### src/design/jac_pkg.sv
// ----------------------------------------------------------------------------
// jac_pkg: shared definitions for the joystick axis conditioner
// Widths, constants, command and status bundles used by the controller and
// the datapath.
// ----------------------------------------------------------------------------
package jac_pkg;

   // Sample and curve formats
   localparam int SAMPLE_BITS     = 12;
   localparam int CURVE_FRAC_BITS = 8;
   localparam int CURVE_BITS      = 11;
   localparam int CURVE_INT_BITS  = CURVE_BITS - CURVE_FRAC_BITS;
   localparam int DZ_BITS         = SAMPLE_BITS - 1;

   // Internal arithmetic widths
   localparam int SW        = SAMPLE_BITS + 2;      // signed band arithmetic
   localparam int MW        = SAMPLE_BITS + 1;      // magnitudes of num / den
   localparam int Q_BITS    = 24;                   // fraction bits of the curve
   localparam int QV_W      = Q_BITS + 1;           // Q values up to 1.0
   localparam int PROD_W    = 2 * QV_W;
   localparam int SQ_W      = 2 * Q_BITS + 1;       // root operand
   localparam int AXIS_W    = 8;
   localparam int MAG_W     = 7;
   localparam int LIN_Q_BITS = MAG_W;               // quotient bits, linear path
   localparam int LIN_X_W   = MW + 8;               // 200*an + ad
   localparam int STEP_W    = $clog2(Q_BITS + 1);
   localparam int LOOP_W    = $clog2(CURVE_BITS);

   // Configuration port
   localparam int CSR_IDX_W  = 3;
   localparam int CSR_DATA_W = SAMPLE_BITS;

   // Constants
   localparam logic [MAG_W-1:0]       MAG_FULL     = MAG_W'(100);
   localparam logic [LIN_X_W-1:0]     LIN_SCALE    = LIN_X_W'(200);
   localparam logic [SAMPLE_BITS-1:0] CENTER_RESET = SAMPLE_BITS'(1) << (SAMPLE_BITS - 1);
   localparam logic [SAMPLE_BITS-1:0] MAX_RESET    = '1;
   localparam logic [CURVE_BITS-1:0]  POWER_ONE    = CURVE_BITS'(1) << CURVE_FRAC_BITS;
   localparam logic [QV_W-1:0]        QV_ONE       = QV_W'(1) << Q_BITS;
   localparam logic [PROD_W-1:0]      ROUND_HALF   = PROD_W'(1) << (Q_BITS - 1);
   localparam logic [SQ_W-1:0]        SQ_TOP_BIT   = SQ_W'(1) << (2 * Q_BITS);

   typedef enum logic [CSR_IDX_W-1:0] {
      CSR_AXIS_MIN    = 3'd0,
      CSR_AXIS_CENTER = 3'd1,
      CSR_AXIS_MAX    = 3'd2,
      CSR_DEAD_ZONE   = 3'd3,
      CSR_CURVE_POWER = 3'd4,
      CSR_FLIP_SIGN   = 3'd5
   } csr_index_type;

   typedef enum logic [1:0] {
      MUL_ACC_BASE,
      MUL_BASE_BASE,
      MUL_ACC_ROOT,
      MUL_ACC_SCALE
   } mul_sel_type;

   typedef enum logic [1:0] {
      MAG_SRC_ZERO,
      MAG_SRC_FULL,
      MAG_SRC_LIN,
      MAG_SRC_ROUND
   } mag_src_type;

   typedef struct packed {
      logic        load;
      logic        setup;
      logic        div_init;
      logic        div_step;
      logic        pow_init;
      logic        mul_en;
      mul_sel_type mul_sel;
      logic        acc_wr;
      logic        base_wr;
      logic        sq_init;
      logic        sq_step;
      logic        rt_wr;
      logic        mag_wr;
      mag_src_type mag_src;
      logic        out_load;
   } jac_cmd_type;

   typedef struct packed {
      logic                  zero;
      logic                  sat;
      logic                  curve;
      logic [CURVE_BITS-1:0] power;
   } jac_status_type;

endpackage

### src/design/jac_ctrl.sv
// ----------------------------------------------------------------------------
// jac_ctrl: sequencer of the joystick axis conditioner
// Walks one sample through band setup, the shared divider, the power curve
// (square-and-multiply, then repeated roots) and the output handoff.
// ----------------------------------------------------------------------------
module jac_ctrl (
   input  logic                    clock,
   input  logic                    reset,
   input  logic                    req_valid,
   output logic                    req_ready,
   output logic                    rsp_valid,
   input  logic                    rsp_ready,
   input  jac_pkg::jac_status_type status,
   output jac_pkg::jac_cmd_type    cmd
);

   typedef enum logic [15:0] {
      ST_IDLE   = 16'b0000_0000_0000_0001,
      ST_SETUP  = 16'b0000_0000_0000_0010,
      ST_DINIT  = 16'b0000_0000_0000_0100,
      ST_DIV    = 16'b0000_0000_0000_1000,
      ST_LIN    = 16'b0000_0000_0001_0000,
      ST_PINIT  = 16'b0000_0000_0010_0000,
      ST_IMUL   = 16'b0000_0000_0100_0000,
      ST_IACC   = 16'b0000_0000_1000_0000,
      ST_ISQ    = 16'b0000_0001_0000_0000,
      ST_SQINIT = 16'b0000_0010_0000_0000,
      ST_SQ     = 16'b0000_0100_0000_0000,
      ST_FMUL   = 16'b0000_1000_0000_0000,
      ST_FACC   = 16'b0001_0000_0000_0000,
      ST_SCALE  = 16'b0010_0000_0000_0000,
      ST_ROUND  = 16'b0100_0000_0000_0000,
      ST_DONE   = 16'b1000_0000_0000_0000
   } state_type;

   state_type                               state_ff, state_in;
   logic [jac_pkg::STEP_W-1:0]              step_ff, step_in;
   logic [jac_pkg::LOOP_W-1:0]              loop_ff, loop_in;
   logic [jac_pkg::CURVE_INT_BITS-1:0]      ipw_ff, ipw_in;
   logic [jac_pkg::CURVE_FRAC_BITS-1:0]     fpw_ff, fpw_in;
   logic                                    rsp_valid_ff, rsp_valid_in;

   assign req_ready = (state_ff == ST_IDLE);
   assign rsp_valid = rsp_valid_ff;

   // next state and commands
   always_comb begin
      state_in = state_ff;
      step_in  = step_ff;
      loop_in  = loop_ff;
      ipw_in   = ipw_ff;
      fpw_in   = fpw_ff;
      cmd      = '0;
      case (state_ff)
         ST_IDLE: begin
            if (req_valid) begin
               cmd.load = 1'b1;
               state_in = ST_SETUP;
            end
         end
         ST_SETUP: begin
            cmd.setup = 1'b1;
            state_in  = ST_DINIT;
         end
         ST_DINIT: begin
            if (status.zero) begin
               cmd.mag_wr  = 1'b1;
               cmd.mag_src = jac_pkg::MAG_SRC_ZERO;
               state_in    = ST_DONE;
            end else if (status.sat) begin
               cmd.mag_wr  = 1'b1;
               cmd.mag_src = jac_pkg::MAG_SRC_FULL;
               state_in    = ST_DONE;
            end else begin
               cmd.div_init = 1'b1;
               step_in      = status.curve ? jac_pkg::STEP_W'(jac_pkg::Q_BITS - 1)
                                           : jac_pkg::STEP_W'(jac_pkg::LIN_Q_BITS - 1);
               state_in     = ST_DIV;
            end
         end
         ST_DIV: begin
            cmd.div_step = 1'b1;
            if (step_ff == '0) begin
               state_in = status.curve ? ST_PINIT : ST_LIN;
            end else begin
               step_in = step_ff - 1'b1;
            end
         end
         ST_LIN: begin
            cmd.mag_wr  = 1'b1;
            cmd.mag_src = jac_pkg::MAG_SRC_LIN;
            state_in    = ST_DONE;
         end
         ST_PINIT: begin
            cmd.pow_init = 1'b1;
            ipw_in   = status.power[jac_pkg::CURVE_BITS-1:jac_pkg::CURVE_FRAC_BITS];
            fpw_in   = status.power[jac_pkg::CURVE_FRAC_BITS-1:0];
            loop_in  = jac_pkg::LOOP_W'(jac_pkg::CURVE_INT_BITS - 1);
            state_in = ST_IMUL;
         end
         // integer part of the exponent, LSB first
         ST_IMUL: begin
            cmd.mul_en  = 1'b1;
            cmd.mul_sel = jac_pkg::MUL_ACC_BASE;
            state_in    = ST_IACC;
         end
         ST_IACC: begin
            cmd.acc_wr  = ipw_ff[0];
            cmd.mul_en  = 1'b1;
            cmd.mul_sel = jac_pkg::MUL_BASE_BASE;
            state_in    = ST_ISQ;
         end
         ST_ISQ: begin
            cmd.base_wr = 1'b1;
            ipw_in      = ipw_ff >> 1;
            if (loop_ff == '0) begin
               loop_in  = jac_pkg::LOOP_W'(jac_pkg::CURVE_FRAC_BITS - 1);
               state_in = ST_SQINIT;
            end else begin
               loop_in  = loop_ff - 1'b1;
               state_in = ST_IMUL;
            end
         end
         // fraction bits: one root per bit, MSB first
         ST_SQINIT: begin
            cmd.sq_init = 1'b1;
            step_in     = jac_pkg::STEP_W'(jac_pkg::Q_BITS);
            state_in    = ST_SQ;
         end
         ST_SQ: begin
            cmd.sq_step = 1'b1;
            if (step_ff == '0) begin
               state_in = ST_FMUL;
            end else begin
               step_in = step_ff - 1'b1;
            end
         end
         ST_FMUL: begin
            cmd.rt_wr   = 1'b1;
            cmd.mul_en  = 1'b1;
            cmd.mul_sel = jac_pkg::MUL_ACC_ROOT;
            state_in    = ST_FACC;
         end
         ST_FACC: begin
            cmd.acc_wr = fpw_ff[jac_pkg::CURVE_FRAC_BITS-1];
            fpw_in     = fpw_ff << 1;
            if (loop_ff == '0) begin
               state_in = ST_SCALE;
            end else begin
               loop_in  = loop_ff - 1'b1;
               state_in = ST_SQINIT;
            end
         end
         ST_SCALE: begin
            cmd.mul_en  = 1'b1;
            cmd.mul_sel = jac_pkg::MUL_ACC_SCALE;
            state_in    = ST_ROUND;
         end
         ST_ROUND: begin
            cmd.mag_wr  = 1'b1;
            cmd.mag_src = jac_pkg::MAG_SRC_ROUND;
            state_in    = ST_DONE;
         end
         ST_DONE: begin
            if (!rsp_valid_ff || rsp_ready) begin
               cmd.out_load = 1'b1;
               state_in     = ST_IDLE;
            end
         end
         default: begin
            state_in = ST_IDLE;
         end
      endcase
   end

   // output beat valid
   always_comb begin
      rsp_valid_in = rsp_valid_ff;
      if (cmd.out_load) begin
         rsp_valid_in = 1'b1;
      end else if (rsp_ready) begin
         rsp_valid_in = 1'b0;
      end
   end

   always_ff @(posedge clock) begin
      if (reset) begin
         state_ff     <= ST_IDLE;
         step_ff      <= '0;
         loop_ff      <= '0;
         ipw_ff       <= '0;
         fpw_ff       <= '0;
         rsp_valid_ff <= 1'b0;
      end else begin
         state_ff     <= state_in;
         step_ff      <= step_in;
         loop_ff      <= loop_in;
         ipw_ff       <= ipw_in;
         fpw_ff       <= fpw_in;
         rsp_valid_ff <= rsp_valid_in;
      end
   end

endmodule

### src/design/jac_datapath.sv
// ----------------------------------------------------------------------------
// jac_datapath: arithmetic of the joystick axis conditioner
// Configuration registers, band logic, shift-subtract divider, shared
// multiplier, bit-serial square root and the output beat registers.
// ----------------------------------------------------------------------------
module jac_datapath (
   input  logic                                  clock,
   input  logic                                  reset,
   input  logic                                  csr_we,
   input  logic [jac_pkg::CSR_IDX_W-1:0]         csr_index,
   input  logic [jac_pkg::CSR_DATA_W-1:0]        csr_wdata,
   input  logic [jac_pkg::SAMPLE_BITS-1:0]       req_sample,
   input  jac_pkg::jac_cmd_type                  cmd,
   output jac_pkg::jac_status_type               status,
   output logic signed [jac_pkg::AXIS_W-1:0]     rsp_axis_hundredths,
   output logic                                  rsp_changed
);

   // configuration
   logic [jac_pkg::SAMPLE_BITS-1:0] cfg_min_ff, cfg_center_ff, cfg_max_ff;
   logic [jac_pkg::DZ_BITS-1:0]     cfg_dz_ff;
   logic [jac_pkg::CURVE_BITS-1:0]  cfg_power_ff;
   logic                            cfg_flip_ff;

   // item registers
   logic [jac_pkg::SAMPLE_BITS-1:0] sample_ff;
   logic [jac_pkg::MW-1:0]          an_ff, ad_ff;
   logic                            neg_ff, zero_ff;
   logic [jac_pkg::SW-1:0]          rem_ff, dv_ff;
   logic [jac_pkg::Q_BITS-1:0]      qr_ff;
   logic [jac_pkg::QV_W-1:0]        acc_ff, base_ff, rt_ff;
   logic [jac_pkg::PROD_W-1:0]      prod_ff;
   logic [jac_pkg::SQ_W-1:0]        sx_ff, sr_ff, sb_ff;
   logic [jac_pkg::MAG_W-1:0]       mag_ff;
   logic signed [jac_pkg::AXIS_W-1:0] axis_ff, last_ff;
   logic                            changed_ff;

   // combinational
   logic signed [jac_pkg::SW-1:0]   s_x, mn_x, c_x, mx_x, dz_x, lo, hi, num, den;
   logic                            in_band, above;
   logic [jac_pkg::LIN_X_W-1:0]     lin_x;
   logic [jac_pkg::SW:0]            rem_sh, dv_ext, rem_diff;
   logic                            div_ge;
   logic [jac_pkg::QV_W-1:0]        mul_a, mul_b, sq_res;
   logic [jac_pkg::SQ_W:0]          sq_t;
   logic                            sq_ge;
   logic [jac_pkg::PROD_W-1:0]      rnd;
   logic [jac_pkg::MAG_W-1:0]       lin_q, mag_in;
   logic signed [jac_pkg::AXIS_W-1:0] mag_s, val_a, val;

   // configuration writes; unknown indexes are dropped
   always_ff @(posedge clock) begin
      if (reset) begin
         cfg_min_ff    <= '0;
         cfg_center_ff <= jac_pkg::CENTER_RESET;
         cfg_max_ff    <= jac_pkg::MAX_RESET;
         cfg_dz_ff     <= '0;
         cfg_power_ff  <= jac_pkg::POWER_ONE;
         cfg_flip_ff   <= 1'b0;
      end else if (csr_we) begin
         case (jac_pkg::csr_index_type'(csr_index))
            jac_pkg::CSR_AXIS_MIN:    cfg_min_ff    <= csr_wdata;
            jac_pkg::CSR_AXIS_CENTER: cfg_center_ff <= csr_wdata;
            jac_pkg::CSR_AXIS_MAX:    cfg_max_ff    <= csr_wdata;
            jac_pkg::CSR_DEAD_ZONE:   cfg_dz_ff     <= csr_wdata[jac_pkg::DZ_BITS-1:0];
            jac_pkg::CSR_CURVE_POWER: cfg_power_ff  <= csr_wdata[jac_pkg::CURVE_BITS-1:0];
            jac_pkg::CSR_FLIP_SIGN:   cfg_flip_ff   <= csr_wdata[0];
            default: ;
         endcase
      end
   end

   // band edges, dividend and divisor
   always_comb begin
      s_x  = jac_pkg::SW'(sample_ff);
      mn_x = jac_pkg::SW'(cfg_min_ff);
      c_x  = jac_pkg::SW'(cfg_center_ff);
      mx_x = jac_pkg::SW'(cfg_max_ff);
      dz_x = jac_pkg::SW'(cfg_dz_ff);
      lo   = c_x - dz_x;
      hi   = c_x + dz_x;
      in_band = (s_x > lo) && (s_x < hi);
      above   = s_x > c_x;
      if (above) begin
         num = s_x - hi;
         den = mx_x - hi;
      end else begin
         num = s_x - lo;
         den = lo - mn_x;
      end
   end

   always_ff @(posedge clock) begin
      if (cmd.load) begin
         sample_ff <= req_sample;
      end
      if (cmd.setup) begin
         an_ff   <= jac_pkg::MW'(num[jac_pkg::SW-1] ? -num : num);
         ad_ff   <= jac_pkg::MW'(den[jac_pkg::SW-1] ? -den : den);
         neg_ff  <= num[jac_pkg::SW-1] ^ den[jac_pkg::SW-1];
         zero_ff <= in_band || (num == '0);
      end
   end

   assign status.zero  = zero_ff;
   assign status.sat   = an_ff >= ad_ff;
   assign status.curve = cfg_power_ff > jac_pkg::POWER_ONE;
   assign status.power = cfg_power_ff;

   // restoring divider, one quotient bit per step
   assign lin_x    = jac_pkg::LIN_X_W'(an_ff) * jac_pkg::LIN_SCALE + jac_pkg::LIN_X_W'(ad_ff);
   assign rem_sh   = {rem_ff, qr_ff[jac_pkg::Q_BITS-1]};
   assign dv_ext   = {1'b0, dv_ff};
   assign div_ge   = rem_sh >= dv_ext;
   assign rem_diff = rem_sh - dv_ext;

   always_ff @(posedge clock) begin
      if (cmd.div_init) begin
         if (status.curve) begin
            // an * 2^Q / ad
            rem_ff <= jac_pkg::SW'(an_ff);
            qr_ff  <= '0;
            dv_ff  <= jac_pkg::SW'(ad_ff);
         end else begin
            // (200*an + ad) / (2*ad), rounds half away from zero
            rem_ff <= jac_pkg::SW'(lin_x[jac_pkg::LIN_X_W-1:jac_pkg::LIN_Q_BITS]);
            qr_ff  <= {lin_x[jac_pkg::LIN_Q_BITS-1:0],
                       (jac_pkg::Q_BITS - jac_pkg::LIN_Q_BITS)'(0)};
            dv_ff  <= jac_pkg::SW'({ad_ff, 1'b0});
         end
      end else if (cmd.div_step) begin
         rem_ff <= div_ge ? rem_diff[jac_pkg::SW-1:0] : rem_sh[jac_pkg::SW-1:0];
         qr_ff  <= {qr_ff[jac_pkg::Q_BITS-2:0], div_ge};
      end
   end

   // shared multiplier, product registered
   always_comb begin
      case (cmd.mul_sel)
         jac_pkg::MUL_ACC_BASE:  begin mul_a = acc_ff;  mul_b = base_ff; end
         jac_pkg::MUL_BASE_BASE: begin mul_a = base_ff; mul_b = base_ff; end
         jac_pkg::MUL_ACC_ROOT:  begin mul_a = acc_ff;  mul_b = sq_res;  end
         jac_pkg::MUL_ACC_SCALE: begin
            mul_a = acc_ff;
            mul_b = jac_pkg::QV_W'(jac_pkg::MAG_FULL);
         end
         default:                begin mul_a = acc_ff;  mul_b = base_ff; end
      endcase
   end

   always_ff @(posedge clock) begin
      if (cmd.mul_en) begin
         prod_ff <= mul_a * mul_b;
      end
      if (cmd.pow_init) begin
         acc_ff  <= jac_pkg::QV_ONE;
         base_ff <= jac_pkg::QV_W'(qr_ff);
         rt_ff   <= jac_pkg::QV_W'(qr_ff);
      end else begin
         if (cmd.acc_wr) begin
            acc_ff <= prod_ff[jac_pkg::Q_BITS +: jac_pkg::QV_W];
         end
         if (cmd.base_wr) begin
            base_ff <= prod_ff[jac_pkg::Q_BITS +: jac_pkg::QV_W];
         end
         if (cmd.rt_wr) begin
            rt_ff <= sq_res;
         end
      end
   end

   // bit-serial floor square root of rt * 2^Q
   assign sq_res = sr_ff[jac_pkg::QV_W-1:0];
   assign sq_t   = {1'b0, sr_ff} + {1'b0, sb_ff};
   assign sq_ge  = {1'b0, sx_ff} >= sq_t;

   always_ff @(posedge clock) begin
      if (cmd.sq_init) begin
         sx_ff <= {rt_ff, jac_pkg::Q_BITS'(0)};
         sr_ff <= '0;
         sb_ff <= jac_pkg::SQ_TOP_BIT;
      end else if (cmd.sq_step) begin
         if (sq_ge) begin
            sx_ff <= sx_ff - sq_t[jac_pkg::SQ_W-1:0];
            sr_ff <= (sr_ff >> 1) + sb_ff;
         end else begin
            sr_ff <= sr_ff >> 1;
         end
         sb_ff <= sb_ff >> 2;
      end
   end

   // magnitude select
   assign rnd   = prod_ff + jac_pkg::ROUND_HALF;
   assign lin_q = qr_ff[jac_pkg::MAG_W-1:0];

   always_comb begin
      case (cmd.mag_src)
         jac_pkg::MAG_SRC_ZERO:  mag_in = '0;
         jac_pkg::MAG_SRC_FULL:  mag_in = jac_pkg::MAG_FULL;
         jac_pkg::MAG_SRC_LIN:   mag_in = (lin_q > jac_pkg::MAG_FULL) ? jac_pkg::MAG_FULL : lin_q;
         jac_pkg::MAG_SRC_ROUND: mag_in = rnd[jac_pkg::Q_BITS +: jac_pkg::MAG_W];
         default:                mag_in = '0;
      endcase
   end

   always_ff @(posedge clock) begin
      if (cmd.mag_wr) begin
         mag_ff <= mag_in;
      end
   end

   // sign, inversion and change flag
   assign mag_s = jac_pkg::AXIS_W'(mag_ff);
   assign val_a = neg_ff ? -mag_s : mag_s;
   assign val   = cfg_flip_ff ? -val_a : val_a;

   always_ff @(posedge clock) begin
      if (cmd.out_load) begin
         axis_ff    <= val;
         changed_ff <= val != last_ff;
      end
   end

   always_ff @(posedge clock) begin
      if (reset) begin
         last_ff <= '0;
      end else if (cmd.out_load) begin
         last_ff <= val;
      end
   end

   assign rsp_axis_hundredths = axis_ff;
   assign rsp_changed         = changed_ff;

   // checks
   a_rem_below_divisor: assert property (@(posedge clock) disable iff (reset)
      cmd.div_step |-> rem_ff < dv_ff)
      else $error("divider remainder not below divisor");

   a_root_in_range: assert property (@(posedge clock) disable iff (reset)
      cmd.rt_wr |-> sr_ff <= jac_pkg::SQ_W'(jac_pkg::QV_ONE))
      else $error("root above 1.0");

   a_axis_in_range: assert property (@(posedge clock) disable iff (reset)
      cmd.out_load |=> (axis_ff <= $signed(jac_pkg::AXIS_W'(jac_pkg::MAG_FULL))) &&
                       (axis_ff >= -$signed(jac_pkg::AXIS_W'(jac_pkg::MAG_FULL))))
      else $error("axis value out of range");

   a_changed_flag: assert property (@(posedge clock) disable iff (reset)
      cmd.out_load |=> rsp_changed == (axis_ff != $past(last_ff)))
      else $error("changed flag does not match previous value");

endmodule

### src/design/joystick_axis_conditioner.sv
// ----------------------------------------------------------------------------
// joystick_axis_conditioner: one joystick axis, deadband / scale / expo
// Turns a raw ADC sample into a deflection in hundredths with change flag.
// ----------------------------------------------------------------------------
// One sample is worked at a time. A sample inside the deadband, on its edge,
// or at or beyond full scale skips the divider; the linear path runs the
// 7-step shift-subtract divider; with curve_power above 1.0 a sample runs
// the 24-step divider, square-and-multiply on one shared 25x25 multiplier
// and the eight 25-step square roots of the fraction bits of the exponent.
// A finished result sits in the output register while the next sample is
// taken in.
// Configuration writes are registered and must only be made while idle.
module joystick_axis_conditioner (
   input  logic                                  clock,
   input  logic                                  reset,
   input  logic                                  csr_we,
   input  logic [jac_pkg::CSR_IDX_W-1:0]         csr_index,
   input  logic [jac_pkg::CSR_DATA_W-1:0]        csr_wdata,
   input  logic                                  req_valid,
   output logic                                  req_ready,
   input  logic [jac_pkg::SAMPLE_BITS-1:0]       req_sample,
   output logic                                  rsp_valid,
   input  logic                                  rsp_ready,
   output logic signed [jac_pkg::AXIS_W-1:0]     rsp_axis_hundredths,
   output logic                                  rsp_changed
);

   jac_pkg::jac_cmd_type    cmd;
   jac_pkg::jac_status_type status;

   // sequencer
   jac_ctrl u_ctrl (
      .clock     (clock),
      .reset     (reset),
      .req_valid (req_valid),
      .req_ready (req_ready),
      .rsp_valid (rsp_valid),
      .rsp_ready (rsp_ready),
      .status    (status),
      .cmd       (cmd)
   );

   // arithmetic and registers
   jac_datapath u_datapath (
      .clock               (clock),
      .reset               (reset),
      .csr_we              (csr_we),
      .csr_index           (csr_index),
      .csr_wdata           (csr_wdata),
      .req_sample          (req_sample),
      .cmd                 (cmd),
      .status              (status),
      .rsp_axis_hundredths (rsp_axis_hundredths),
      .rsp_changed         (rsp_changed)
   );

endmodule

### config.mk
export PLATFORM = sky130hd
export DESIGN_NAME = joystick_axis_conditioner
export DESIGN_NICKNAME = d
export VERILOG_FILES = /design/src/design/jac_pkg.sv /design/src/design/jac_ctrl.sv /design/src/design/jac_datapath.sv /design/src/design/joystick_axis_conditioner.sv
export SDC_FILE = /design/constraint.sdc
export NUM_CORES = 2
export LEC_CHECK = 0
export ABC_AREA = 0
export BUFFER_PORTS_ARGS = -buffer_cell sky130_fd_sc_hd__buf_2
export CORE_MARGIN = 2
export CORE_UTILIZATION = 40
export DETAILED_ROUTE_END_ITERATION = 16
export GPL_TIMING_DRIVEN = 0
export PLACE_DENSITY = 0.67
export SLEW_MARGIN = 25
export SYNTH_ARGS = -nofsm -noshare
export SYNTH_HDL_FRONTEND = slang
export SYNTH_SLANG_ARGS = --single-unit
### constraint.sdc
create_clock -name clock -period 12.4 [get_ports clock]
set_input_delay 1.24 -clock clock [delete_from_list [all_inputs] [get_ports clock]]
set_output_delay 1.24 -clock clock [all_outputs]
set_load 0.01 [all_outputs]
==> run_results.csv <==
group,metric,value,unit
sta,tightest_slew,1.15,ns
global_route,grt_usage,0.251,
yosys,synth-main-ff-cell,"dfxtp_1",
yosys,synth_edf_count,207,
yosys,synth_seq_cells,436,
place,io_buffers,42,
cells_and_area,nNetsFinal,7056,
floorplanning,core_area,0.125,mm^2
pwr,p_seq_frac,0.386,
detailed_routing,vias_per_cell,5.63,
cts,cts_max_level,2,
floorplanning,start_util,0.402,
detailed_routing,routedWlPerCell,21.4,um
critical_path,cp-end-kind,"register",
pwr,ir_worst_vdd,126,uV
sta,hold_violations,0,
detailed_routing,drt-total-wl,165000,um
cells_and_area,register_area,0.0108,mm^2
sta,fmax,81.0,MHz
pwr,switchingPower,0.00128,W
cells_and_area,area_growth,8.27,%
yosys,synth_area,0.0504,mm^2
floorplanning,io_pins,43,
critical_path,path_common_cell,"fa_1",
floorplanning,row_count,130,
yosys,postSynthNetCount,6951,
sta,tns,0,ns
yosys,ys_top_cells_by_area,"fa_1, edfxtp_1, ha_1",
pwr,p_leak,24.0,nW
global_route,antenna_found_initial,9,
cts,numClockSinks,436,
detailed_routing,drcViolationCount,0,
cts,clockBufferDepth,3,
yosys,postSynth.asyncResetShare,0,
cts,clkLatencyLatePin,0.64,ns
sta,fin_ws,0.0525,ns
sta,relSlewSlack,0.229,
critical_path,crit_fanout,10,
pwr,combPwrFrac,0.243,
floorplanning,dieHeight,359,um
cts,hold_buffers,0,
critical_path,critPathLaunchType,"register",
cells_and_area,nFillCells,12403,
critical_path,cp.required,12.73,ns
global_route,grt_max_degree,30,
cts,postCtsSetupBuffers,0,
global_route,grt_pass1_vias,42953,
critical_path,arrival,12.68,ns
sta,setup_viol,0,
cells_and_area,fin_area,0.0545,mm^2
critical_path,cpMaxStageDelayCell,"mux2i_1",
pwr,intPower,0.00279,W
cells_and_area,layout-drive-gt1-share,0.0402,
status,status,"finished, final reports clean",
floorplanning,dieWidth,359,um
cts,cts_made_buffers,49,
detailed_routing,dr.pass1.iters,6,
place,dpl_cell_area,0.0529,mm^2
hold_path,hold_path.class,"reg2reg",
flow_run,maxCapViolCount,0,
sta,fin_worst_skew,0.0461,ns
cts,root_buffer,"clkbuf_16",
detailed_routing,drt_iter0_drc,3981,
detailed_routing,num_vias,43545,
cells_and_area,multiInputGateArea,0.0357,mm^2
yosys,synth.avg_cell_area,8.49,um^2
pwr,power,0.00407,W
sta,fin_crit_sh,0.996,
detailed_routing,ant_nets,0,
yosys,yosysTopAreaCell,"fa_1",
sta,maxSlewViolCount,0,
critical_path,crit_type,"reg2reg",
pwr,swShare,0.315,
yosys,yosysSeqAreaShare,0.214,
critical_path,slowest_delay,0.95,ns
global_route,grt.overflow.total,0,
place,dp_worst_setup_slack,-0.155,ns
yosys,yosys.area.top_type_share,0.215,
place,dpl.hpwl,133000,um
sta,post-route-min-period,12.35,ns
sta,worst_hold_slack,0.455,ns
sta,rsz0062_at_grt,"false",
floorplanning,die_area,0.129,mm^2
cts,cts_tree,"done",
place,gp_congestion,1.00,
yosys,synth.distinct_cells,84,
pwr,p_per_area,74.7,mW/mm^2
pwr,p_clk_frac,0.371,
yosys,ys_warn_count,0,
cts,clk_pin_slew,0.07,ns
yosys,synthCells,5931,
global_route,grt_pass1_wl,252000,um
## registers in the layout (all words and copies together) (netlist names), 13 cells and up
name,cells
u_datapath.base_ff,25
u_datapath.sb_ff,25
u_ctrl.state_ff,16
u_datapath.dv_ff,14
u_datapath.acc_ff,25
u_datapath.rt_ff,25
u_datapath.qr_ff,24
u_datapath.rem_ff,14
u_datapath.sr_ff,49
u_datapath.an_ff,13
u_datapath.prod_ff,26
u_datapath.ad_ff,13
u_datapath.sx_ff,49
## metal layers
metal  vias to the layer above  share of wire  global-route usage
met1                     21305           0.41               0.328
met2                      1961           0.45               0.402
met3                       418          0.097              0.0539
li1                      19851              -                   -
met4                        10          0.047               0.102
met5                         -        0.00036                   0
## worst max-delay path, delay by kind of cell (launching register included)
kind	cells	cell delay [ns]
fa+ha+maj	8	3.90
simple gates	7	3.26
buf+inv	8	2.07
compound gates	6	1.39
mux	1	0.95
flops	1	0.36
xor+xnor	1	0.12
## cell families (layout without fill, tap and decap cells)
group,Yosys count,in the layout,synth area share
compound gates,1099,1099,0.137
fa+ha+maj,988,988,0.326
buf+inv,1049,1195,0.0785
mux,98,98,0.0203
flops,436,436,0.214
xor+xnor,302,302,0.0525
other cells,0,2,0
simple gates,1959,1959,0.171
## Yosys cell counts, types with 28 or more instances
cell and n:
and2_1 55, nor2_1 531, a211oi_1 35, fa_1 541
nand2_1 896, nor2b_1 65, mux2_2 34, nand2b_1 48
o21ai_0 294, inv_1 781, xnor2_1 172, edfxtp_1 207
a21oi_1 294, a22oi_1 28, o21a_1 34, nor3_1 58
nand4_1 46, dfxtp_1 229, xor2_1 130, nand3_1 105
ha_1 447, a31oi_1 71, and3_1 29, mux2i_1 64
a21o_1 96, o21bai_1 35, clkbuf_1 250
## what timing repair did
| action | CTS | global route |
|---|---|---|
| gates resized for setup | 1 | 0 |
| endpoints found under the hold margin | 0 | 0 |
| setup endpoints to repair | 7 | 0 |
## placed cells by master (no fill, tap or decap), types with 52 or more instances in the layout
| cell | n |
|---|---|
| xnor2_1 | 172 |
| nor3_1 | 57 |
| ha_1 | 447 |
| nand2_1 | 893 |
| dfxtp_1 | 229 |
| buf_2 | 54 |
| edfxtp_1 | 207 |
| nand3_1 | 105 |
| mux2i_1 | 57 |
| a21oi_1 | 294 |
| o21ai_0 | 294 |
| inv_1 | 781 |
| a31oi_1 | 70 |
| clkbuf_1 | 260 |
| clkbuf_16 | 52 |
| nor2_1 | 530 |
| a21o_1 | 96 |
| and2_1 | 55 |
| nor2b_1 | 65 |
| xor2_1 | 130 |
| fa_1 | 541 |
## cell type report
type / count / share of cell area
clock buffers: 75 / 0.0272
flip-flops and latches: 436 / 0.198
clock inverters: 17 / 0.00280
multi-input cells: 4446 / 0.655
repair buffers: 54 / 0.00654
diodes: 2 / 0.0000918
well taps: 1650 / 0.0379
inverters: 783 / 0.0539
plain buffers: 266 / 0.0186
## power by group through the flow
stage	registers, W	logic [W]	clock network [W]
6_report	0.00157	0.000991	0.00151
3_5_place_dp	0.00160	0.000973	0
4_1_cts	0.00157	0.000981	0.00153
2_1_floorplan	0.00159	0.000736	0
5_1_grt	0.00157	0.00110	0.00158
3_3_place_gp	0.00160	0.000958	0
## through the flow
step / instances / utilization
global placement: 7623 / 0.420
floorplan: 5931 / -
CTS: 7725 / 0.435
global route: 7727 / 0.435
finish: 7729 / 0.435
detailed placement: 7633 / 0.422
## worst paths after layout
kind	slack, ns	endpoint	start	cells after the start
max	0.05	u_datapath.prod_ff[41]$_DFFE_PP_	u_ctrl.state_ff[15]$_SDFFE_PP0P_	31
min reg2reg	0.46	u_ctrl.fpw_ff[5]$_SDFFE_PP0P_	u_ctrl.fpw_ff[5]$_SDFFE_PP0P_	2
max reg2reg	0.05	u_datapath.prod_ff[41]$_DFFE_PP_	u_ctrl.state_ff[15]$_SDFFE_PP0P_	31
min	0.46	u_ctrl.fpw_ff[5]$_SDFFE_PP0P_	u_ctrl.fpw_ff[5]$_SDFFE_PP0P_	2
No activity file was read; power rests on OpenSTA's default activity.
